--- src/sv/olis_pkg.sv ---
// Shared types and constants for the ordered list with insert, remove and search.
`timescale 1ns / 1ps

package olis_pkg;

   // Default number of list entries.
   localparam int LIST_DEPTH = 128;

   // Width of one stored value.
   localparam int VALUE_W = 32;

   // Request modes.
   typedef enum logic [1:0] {
      MODE_APPEND = 2'd0,
      MODE_INSERT = 2'd1,
      MODE_REMOVE = 2'd2,
      MODE_SEARCH = 2'd3
   } mode_type;

   // Result status codes.
   typedef enum logic {
      STATUS_OK   = 1'b0,
      STATUS_FAIL = 1'b1
   } status_type;

   // Controller states.
   typedef enum logic [2:0] {
      ST_IDLE,
      ST_SHIFT,
      ST_PLACE,
      ST_SEARCH,
      ST_RESP
   } state_type;

   // Request word.
   typedef struct packed {
      mode_type                   mode;
      logic [7:0]                 position;
      logic signed [VALUE_W-1:0]  item_value;
   } req_type;

   // Response word.
   typedef struct packed {
      status_type  status;
      logic [6:0]  found_position;
      logic [7:0]  entry_count;
   } rsp_type;

endpackage

--- src/sv/olis_ram.sv ---
// Simple dual-port list memory: one write port, one read port with registered read data.
`timescale 1ns / 1ps

module olis_ram #(
   parameter int DEPTH = olis_pkg::LIST_DEPTH,
   parameter int AW    = 7
) (
   input  logic                        clock,
   input  logic                        wr_en,
   input  logic [AW-1:0]               wr_addr,
   input  logic [olis_pkg::VALUE_W-1:0] wr_data,
   input  logic                        rd_en,
   input  logic [AW-1:0]               rd_addr,
   output logic [olis_pkg::VALUE_W-1:0] rd_data
);

   logic [olis_pkg::VALUE_W-1:0] mem [DEPTH];
   logic [olis_pkg::VALUE_W-1:0] rd_data_ff;

   // Write port.
   always_ff @(posedge clock) begin
      if (wr_en) begin
         mem[wr_addr] <= wr_data;
      end
   end

   // Read port with registered read data.
   always_ff @(posedge clock) begin
      if (rd_en) begin
         rd_data_ff <= mem[rd_addr];
      end
   end

   assign rd_data = rd_data_ff;

endmodule

--- src/sv/ordered_list_insert_remove_search.sv ---
// Ordered list of signed 32-bit values with append, insert, remove and search.
// The list lives in one simple dual-port memory that moves or compares one entry per
// cycle, so a word takes time in proportion to the entries it touches: insert and
// remove move the entries from the position to the end, and search reads entries
// until the first match or the end. A new request word is taken once the previous
// one has reached the output register, even while that response word is still
// stalled.
`timescale 1ns / 1ps

module ordered_list_insert_remove_search #(
   parameter int LIST_DEPTH = olis_pkg::LIST_DEPTH
) (
   input  logic              clock,
   input  logic              reset,
   input  logic              req_valid,
   output logic              req_stall,
   input  olis_pkg::req_type req_data,
   output logic              rsp_valid,
   input  logic              rsp_stall,
   output olis_pkg::rsp_type rsp_data
);

   localparam int IW = (LIST_DEPTH > 1) ? $clog2(LIST_DEPTH) : 1;
   localparam int CW = $clog2(LIST_DEPTH + 1);

   olis_pkg::state_type          state_ff, state_in;
   logic [CW-1:0]                count_ff, count_in;
   logic [IW-1:0]                cur_ff, cur_in;
   logic [IW-1:0]                pos_ff, pos_in;
   logic [olis_pkg::VALUE_W-1:0] val_ff, val_in;
   logic                         up_ff, up_in;
   logic                         issue_ff, issue_in;
   logic                         pend_ff, pend_in;
   logic [IW-1:0]                pend_addr_ff, pend_addr_in;
   olis_pkg::status_type         status_ff, status_in;
   logic [IW-1:0]                found_ff, found_in;
   logic                         rsp_valid_ff, rsp_valid_in;
   olis_pkg::rsp_type            rsp_data_ff, rsp_data_in;

   logic                         wr_en;
   logic [IW-1:0]                wr_addr;
   logic [olis_pkg::VALUE_W-1:0] wr_data;
   logic                         rd_en;
   logic [IW-1:0]                rd_addr;
   logic [olis_pkg::VALUE_W-1:0] rd_data;

   logic [31:0]                  cnt32;
   logic [31:0]                  pos32;
   logic [31:0]                  last32;
   logic [31:0]                  found32;
   logic                         last_read;

   olis_ram #(
      .DEPTH (LIST_DEPTH),
      .AW    (IW)
   ) u_ram (
      .clock   (clock),
      .wr_en   (wr_en),
      .wr_addr (wr_addr),
      .wr_data (wr_data),
      .rd_en   (rd_en),
      .rd_addr (rd_addr),
      .rd_data (rd_data)
   );

   // Requests are taken only while the controller waits for one.
   assign req_stall = (state_ff != olis_pkg::ST_IDLE);
   assign rsp_valid = rsp_valid_ff;
   assign rsp_data  = rsp_data_ff;

   // Widened copies for range checks that hold at any list depth.
   assign cnt32   = 32'(count_ff);
   assign last32  = cnt32 - 32'd1;
   assign found32 = 32'(found_ff);

   // Next state and memory control.
   always_comb begin
      state_in     = state_ff;
      count_in     = count_ff;
      cur_in       = cur_ff;
      pos_in       = pos_ff;
      val_in       = val_ff;
      up_in        = up_ff;
      issue_in     = issue_ff;
      pend_in      = pend_ff;
      pend_addr_in = pend_addr_ff;
      status_in    = status_ff;
      found_in     = found_ff;
      rsp_valid_in = rsp_valid_ff;
      rsp_data_in  = rsp_data_ff;
      wr_en        = 1'b0;
      wr_addr      = pend_addr_ff;
      wr_data      = rd_data;
      rd_en        = 1'b0;
      rd_addr      = cur_ff;
      pos32        = 32'(req_data.position);
      last_read    = 1'b0;

      // The output register empties when its word is taken.
      if (rsp_valid_ff && !rsp_stall) begin
         rsp_valid_in = 1'b0;
      end

      case (state_ff)
         olis_pkg::ST_IDLE: begin
            if (req_valid) begin
               val_in    = req_data.item_value;
               status_in = olis_pkg::STATUS_FAIL;
               found_in  = '0;
               issue_in  = 1'b1;
               pend_in   = 1'b0;
               if (req_data.mode == olis_pkg::MODE_APPEND) begin
                  pos32 = cnt32;
               end
               case (req_data.mode)
                  olis_pkg::MODE_APPEND, olis_pkg::MODE_INSERT: begin
                     if (cnt32 < 32'(LIST_DEPTH) && pos32 <= cnt32) begin
                        status_in = olis_pkg::STATUS_OK;
                        pos_in    = pos32[IW-1:0];
                        if (pos32 == cnt32) begin
                           state_in = olis_pkg::ST_PLACE;
                        end else begin
                           // Move entries up, starting from the last one.
                           state_in = olis_pkg::ST_SHIFT;
                           up_in    = 1'b1;
                           cur_in   = last32[IW-1:0];
                        end
                     end else begin
                        state_in = olis_pkg::ST_RESP;
                     end
                  end
                  olis_pkg::MODE_REMOVE: begin
                     if (pos32 < cnt32) begin
                        status_in = olis_pkg::STATUS_OK;
                        pos_in    = pos32[IW-1:0];
                        if (pos32 == last32) begin
                           count_in = count_ff - CW'(1);
                           state_in = olis_pkg::ST_RESP;
                        end else begin
                           // Move entries down, starting just above the hole.
                           state_in = olis_pkg::ST_SHIFT;
                           up_in    = 1'b0;
                           cur_in   = pos32[IW-1:0] + IW'(1);
                        end
                     end else begin
                        state_in = olis_pkg::ST_RESP;
                     end
                  end
                  default: begin
                     if (cnt32 == 32'd0) begin
                        state_in = olis_pkg::ST_RESP;
                     end else begin
                        state_in = olis_pkg::ST_SEARCH;
                        cur_in   = '0;
                     end
                  end
               endcase
            end
         end

         olis_pkg::ST_SHIFT: begin
            // Write back the entry read in the previous cycle.
            if (pend_ff) begin
               wr_en = 1'b1;
            end
            if (issue_ff) begin
               rd_en        = 1'b1;
               pend_in      = 1'b1;
               pend_addr_in = up_ff ? (cur_ff + IW'(1)) : (cur_ff - IW'(1));
               last_read    = up_ff ? (cur_ff == pos_ff) : (32'(cur_ff) == last32);
               if (last_read) begin
                  issue_in = 1'b0;
               end else begin
                  cur_in = up_ff ? (cur_ff - IW'(1)) : (cur_ff + IW'(1));
               end
            end else begin
               pend_in = 1'b0;
               if (up_ff) begin
                  state_in = olis_pkg::ST_PLACE;
               end else begin
                  count_in = count_ff - CW'(1);
                  state_in = olis_pkg::ST_RESP;
               end
            end
         end

         olis_pkg::ST_PLACE: begin
            // Store the new value in the opened slot.
            wr_en    = 1'b1;
            wr_addr  = pos_ff;
            wr_data  = val_ff;
            count_in = count_ff + CW'(1);
            state_in = olis_pkg::ST_RESP;
         end

         olis_pkg::ST_SEARCH: begin
            // Read one entry per cycle and compare its registered read data with the value.
            if (issue_ff) begin
               rd_en        = 1'b1;
               pend_in      = 1'b1;
               pend_addr_in = cur_ff;
               if (32'(cur_ff) == last32) begin
                  issue_in = 1'b0;
               end else begin
                  cur_in = cur_ff + IW'(1);
               end
            end
            if (pend_ff && rd_data == val_ff) begin
               status_in = olis_pkg::STATUS_OK;
               found_in  = pend_addr_ff;
               issue_in  = 1'b0;
               pend_in   = 1'b0;
               state_in  = olis_pkg::ST_RESP;
            end else if (pend_ff && !issue_ff) begin
               pend_in  = 1'b0;
               state_in = olis_pkg::ST_RESP;
            end
         end

         olis_pkg::ST_RESP: begin
            // Load the response word once the output register is free.
            if (!rsp_valid_ff || !rsp_stall) begin
               rsp_valid_in               = 1'b1;
               rsp_data_in.status         = status_ff;
               rsp_data_in.found_position = found32[6:0];
               rsp_data_in.entry_count    = cnt32[7:0];
               state_in                   = olis_pkg::ST_IDLE;
            end
         end

         default: begin
            state_in = olis_pkg::ST_IDLE;
         end
      endcase
   end

   // Control registers.
   always_ff @(posedge clock) begin
      if (reset) begin
         state_ff     <= olis_pkg::ST_IDLE;
         count_ff     <= '0;
         issue_ff     <= 1'b0;
         pend_ff      <= 1'b0;
         rsp_valid_ff <= 1'b0;
      end else begin
         state_ff     <= state_in;
         count_ff     <= count_in;
         issue_ff     <= issue_in;
         pend_ff      <= pend_in;
         rsp_valid_ff <= rsp_valid_in;
      end
   end

   // Payload and cursor registers.
   always_ff @(posedge clock) begin
      cur_ff       <= cur_in;
      pos_ff       <= pos_in;
      val_ff       <= val_in;
      up_ff        <= up_in;
      pend_addr_ff <= pend_addr_in;
      status_ff    <= status_in;
      found_ff     <= found_in;
      rsp_data_ff  <= rsp_data_in;
   end

endmodule

--- config.mk ---
export PLATFORM = sky130hd
export DESIGN_NAME = ordered_list_insert_remove_search
export DESIGN_NICKNAME = d
export VERILOG_FILES = /design/src/sv/olis_pkg.sv /design/src/sv/olis_ram.sv /design/src/sv/ordered_list_insert_remove_search.sv
export SDC_FILE = /design/constraint.sdc
export NUM_CORES = 2
export LEC_CHECK = 0
export BUFFER_PORTS_ARGS = -buffer_cell sky130_fd_sc_hd__buf_2
export CAP_MARGIN = 5
export CORE_MARGIN = 3
export CORE_UTILIZATION = 35
export DETAILED_ROUTE_END_ITERATION = 10
export PLACE_DENSITY = 0.56
export RECOVER_POWER = 50
export SLEW_MARGIN = 15
export SYNTH_ARGS = -nofsm -noshare
export SYNTH_HDL_FRONTEND = slang
export SYNTH_SLANG_ARGS = --single-unit
--- constraint.sdc ---
create_clock -name clock -period 11.3 [get_ports clock]
set_input_delay 0.565 -clock clock [delete_from_list [all_inputs] [get_ports clock]]
set_output_delay 0.565 -clock clock [all_outputs]
set_load 0.02 [all_outputs]
### Word level (Yosys, flattened, before mapping)

Memory sizes are Yosys's and may differ from the RTL's. A register that Yosys moved wholly into a read port is not among the register bits.
Index checks and enable logic that the tools add are counted.

* register bits: 92
* RAM bits: 4096
* input port bits: 46
* output and inout bits: 18
* word-level logic and storage cells: 170
* memories kept: 1

* $add $sub $neg: 6
* order comparisons: 3
* equal/unequal tests: 34
* muxes and demuxes: 81
* reduce and logical (&&, ||, !) cells: 30

Memories
* u_ram.mem: depth 128, width 32, read ports 1, clocked after Yosys merged registers in 1, write ports 1, line olis_ram.sv:17 `logic [olis_pkg::VALUE_W-1:0] mem [DEPTH];`

Operator list (number)
* $mux 7: 19
* $mux 32: 3
* $eq 32x32->1: 2
* $mux 8: 7
* $pmux 7 s2: 4
* $eq 32x8->1: 1
* $eq 7x32->1: 1
* $le 32x8->1: 1
* $logic_not 32->1: 1
* $lt 32x8->1: 1
* $mux 3: 10
* $ne 2x2->1 const B: 15
* $mux 1: 27
* $pmux 8 s3: 1
* $pmux 7 s3: 1
* $ne 3x3->1 const B: 5
* $pmux 3 s5: 1
* $add 7x1->7 const B: 2
* $reduce_and 7->1: 2
* $reduce_and 11->1: 1
* $reduce_and 3->1: 3
* $reduce_bool 3->1: 3
* $sub 8x1->9 const B: 1
* $add 8x1->8 const B: 1
* 26 further kinds: 41

### Longest topological paths before layout

* depth after elaboration: 10
* depth in mapped cells: 16
* mapped depth without buffers: 11

### Cells and area by module

A second synthesis with hierarchy kept.

* cell total of the unflattened synthesis: 6543
* area, all modules: 162484.6 um^2

Modules (own cells, without submodules)
* olis_ram: instances 1, cells an instance 5990, area an instance 156596.4 um^2, sequential area each 123958.9 um^2
* ordered_list_insert_remove_search: instances 1, cells an instance 553, area an instance 5888.1 um^2, sequential area each 2622.5 um^2

### Least setup slack after synthesis

No wires, ideal clock.

* kind: register -> register
* from: reg state_ff[1]
* to: mem u_ram.mem[33][0] (netlist name) (enable)
* setup time: 0.421 ns
* arrival: 3.391 ns
* required time: 10.879 ns
* path slack: 7.488 ns
* stages on the path, launching flop included: 9
* path buffers: 2
* clock period less this slack: 3.812 ns
* cells stage by stage: dfxtp_1 > clkbuf_1 > nand2b_1 > nor2_1 > inv_1 > mux2i_1 > or3_1 > clkbuf_1 > nor2_1

* cells in the longest elaborated chain, start to end: 4
* elaborated cells on any way between the ends: 6
* those cells by class: eq/ne (2); mux (4)

RTL lines
* start: declaration: line ordered_list_insert_remove_search.sv:26 `olis_pkg::state_type state_ff, state_in;`
* start signal: assignment: line ordered_list_insert_remove_search.sv:240 `state_ff <= olis_pkg::ST_IDLE;`
* start signal: assignment: line ordered_list_insert_remove_search.sv:246 `state_ff <= state_in;`
* $eq 3x2->1 / $eq 3x1->1 (equally long branches): line ordered_list_insert_remove_search.sv:104 `case (state_ff)`
* $pmux 1 s2: line ordered_list_insert_remove_search.sv:104
* $mux 1: line olis_ram.sv:22 `if (wr_en) begin`
* $mux 1 (not written as such): line olis_ram.sv:23 `mem[wr_addr] <= wr_data;`
* end: declaration: line olis_ram.sv:17

Parallel ways exist; a longest one is shown, timed or not.

### Final worst setup path

* from: reg state_ff[1]
* to: mem u_ram.mem[66][10] (netlist name) (enable)

Same word-level chain as after synthesis.

==> impl_metrics.yaml <==
layout:
  fillers: 40400
  area_delta_synth_final_pct: 14.6
  drive_gt1_share_pct: 25.2
  final_cells: 14500
  post-route-util_pct: 40.3
  fin_nets: 7973
  seq_area_mm2: 0.127
  multiInputGateArea_mm2: 0.0355
placed_design:
  io_buffer_count: 63
  place_congestion: 0.888
  dp_cells: 13600
  place_ws_ps: 5980
  place_hpwl_um: 283000
global_route:
  grt_first_pass_wirelength_um: 678000
  grt.overflow.total: 0
  grt_max_degree: 116
  grt_antenna_before_repair: 57
  grt_usage_pct: 20.4
  grt_pass1_vias: 81800
synthesis:
  synth_top_area_share_pct: 77.5
  synth_top_cell_by_area: "edfxtp_1"
  ys.warnings.count: 0
  ys_ff_latch: 4220
  synth_edf_count: 4206
  synth_nets: 7569
  synth_commonest_cells: "edfxtp_1, mux4_2, mux2i_1, nand2_1, nor2_1"
  avgSynthCellArea_um2: 21.7
  syn_inst: 7504
  synth_area_leaders: "edfxtp_1, mux4_2, mux2i_1"
  synthFlopType: "edfxtp_1"
  synth_cell_types: 67
  syn_area_mm2: 0.163
  synth_most_common_cell: "edfxtp_1"
  async_reset_ff_share_pct: 0
  seq_area_frac_synth_pct: 77.6
timing:
  worstMarginPinSlew_ps: 4180
  timing.final.ws_setup_ps: 3200
  hold_viol_final: 0
  fin_crit_sh_pct: 71.7
  slew_viol_final: 2253
  period_minus_slack_ps: 8100
  rsz0062_at_grt: "false"
  fmax_mhz: 124
  whs_ps: 103
  skew_ps: 76.7
  fin_tns_setup_ps: 0
  slew_headroom_pct: -179
  setup_violations: 0
outcome:
  violations: "max-capacitance violations, max-slew violations"
  status: "finished, violations left"
routing:
  wl_met1_um: 198000
  wirelength_um: 492000
  highest_layer: "met5"
  dr.pass1.iters: 6
  num_vias: 82600
  met3WireLength_um: 45900
  routedWlPerCell_um: 34.1
  wl_met2_um: 229000
  drc: 0
  antenna_left: 0
  drtIter0Drc: 12500
  vias_per_cell: 5.71
floorplan:
  core_mm2: 0.464
  row_count: 250
  ioPinCount: 64
  dieArea_mm2: 0.474
  die_h_um: 689
  initial_core_util_pct: 35.1
  die_w_um: 689
hold_path:
  hold_path_class: "in2reg"
clock_tree:
  tritoncts: "built"
  path_clk_slew_ps: 60
  ctsLongestPathBuffers: 4
  cts_hold_buf: 35
  clk_latency_ps: 1010
  cts_sinks: 4220
  cts_root_buf: "clkbuf_16"
  cts_setup_buffers: 0
  htree_levels: 5
  numCtsBuffers: 427
  ctsResizeCount: 0
power:
  power_density_mw_per_mm2: 227
  ir_drop_v: 0.000152
  leakage_nw: 58.0
setup_path:
  critPathRequiredTime_ps: 11960
  worstPathMaxFanout: 52
  end_kind: "register"
  startpoint_type: "register"
  crit_type: "reg2reg"
  worstPathArrival_ps: 8760
job:
  maxCapViolCount: 46
## state kept, by name (all words and copies together), names as in the netlist
signal         flops
issue_ff           1
u_ram.rd_data     32
cur_ff             7
pend_addr_ff       7
count_ff           8
u_ram.mem       4096
val_ff            32
pos_ff             7
found_ff           7
up_ff              1
pend_ff            1
state_ff           3
rsp_data          16
status_ff          1
rsp_valid          1
## path summary, 6_finish.rpt
check,start,endpoint,slack (ps),depth (start not counted)
setup reg to reg,state_ff[1]$_SDFFE_PP0P_,u_ram.mem[66][10]$_DFFE_PP_,3200,8
hold / removal,req_data[38],pos_ff[6]$_DFFE_PP_,100,3
setup / recovery,state_ff[1]$_SDFFE_PP0P_,u_ram.mem[66][10]$_DFFE_PP_,3200,8
hold reg to reg,found_ff[1]$_SDFFCE_PN0P_,rsp_data[9]$_DFFE_PP_,420,0
## area by class of cell
| cell class | instances | share of cell area (%) |
|---|---|---|
| repair buffers | 398 | 1.69 |
| flip-flops and latches | 4220 | 67.8 |
| multi-input cells | 2831 | 19.0 |
| clock inverters | 270 | 1.43 |
| diodes | 22 | 0.0295 |
| clock buffers | 509 | 5.91 |
| inverters | 30 | 0.0650 |
| well taps | 6174 | 4.14 |
## worst max-delay path, stage by stage (launching register included)
cell,delay (ps)
dfxtp_1,650
nand2b_1,180
nor2_1,180
clkbuf_1,2330
o21ai_0,1000
nand3_1,810
clkbuf_1,1250
nor2_1,720
buf_4,530
## placed cells by master (no fill, tap or decap), drive strengths merged, types with 33 or more instances in the layout
cell         synthesis  final
bufinv               0     37
clkbuf             213    546
a221oi              46     46
a211oi              70     70
inv                 27     33
nor2               217    217
a21oi              107    107
o21ai               98     98
clkinv               3    216
o22ai               88     88
nand3               63     63
nand2              280    280
buf                210    326
edfxtp            4206   4206
o221ai              70     70
mux2i              382    382
a22oi               68     68
xnor2               63     63
mux4               970    970
dlygate4sd3          0     35
## logic make-up after synthesis
| kind of cell | count (synthesis) | synth area share [%] |
|---|---|---|
| compound gates | 658 | 2.78 |
| xor+xnor | 78 | 0.427 |
| fa+ha+maj | 19 | 0.150 |
| buf+inv | 453 | 1.21 |
| flops | 4220 | 77.6 |
| mux | 1376 | 15.9 |
| simple gates | 700 | 1.89 |
## power by group
part | total, W | switching (W) | internal, W
Clock | 0.0139 | 0.00607 | 0.00784
Combinational | 0.0100 | 0.00676 | 0.00326
Sequential | 0.0185 | 0.000162 | 0.0183
Total | 0.0424 | 0.0130 | 0.0294
## per-layer routing
metal  GRT usage (%)  vias to the layer above
li1                -                    32500
met1            28.6                    45000
met2            32.0                     4238
met3            4.23                      794
met4            6.92                       10
met5               0                        -
## per-stage QoR
stage	power, W	instance area (um2)
final	0.0424	187000
after floorplan	0.0243	163000
after CTS	0.0425	187000
after global routing	0.0436	187000
after global placement	0.0285	173000
after detailed placement	0.0287	173000
(Power assumes the default switching activity.)
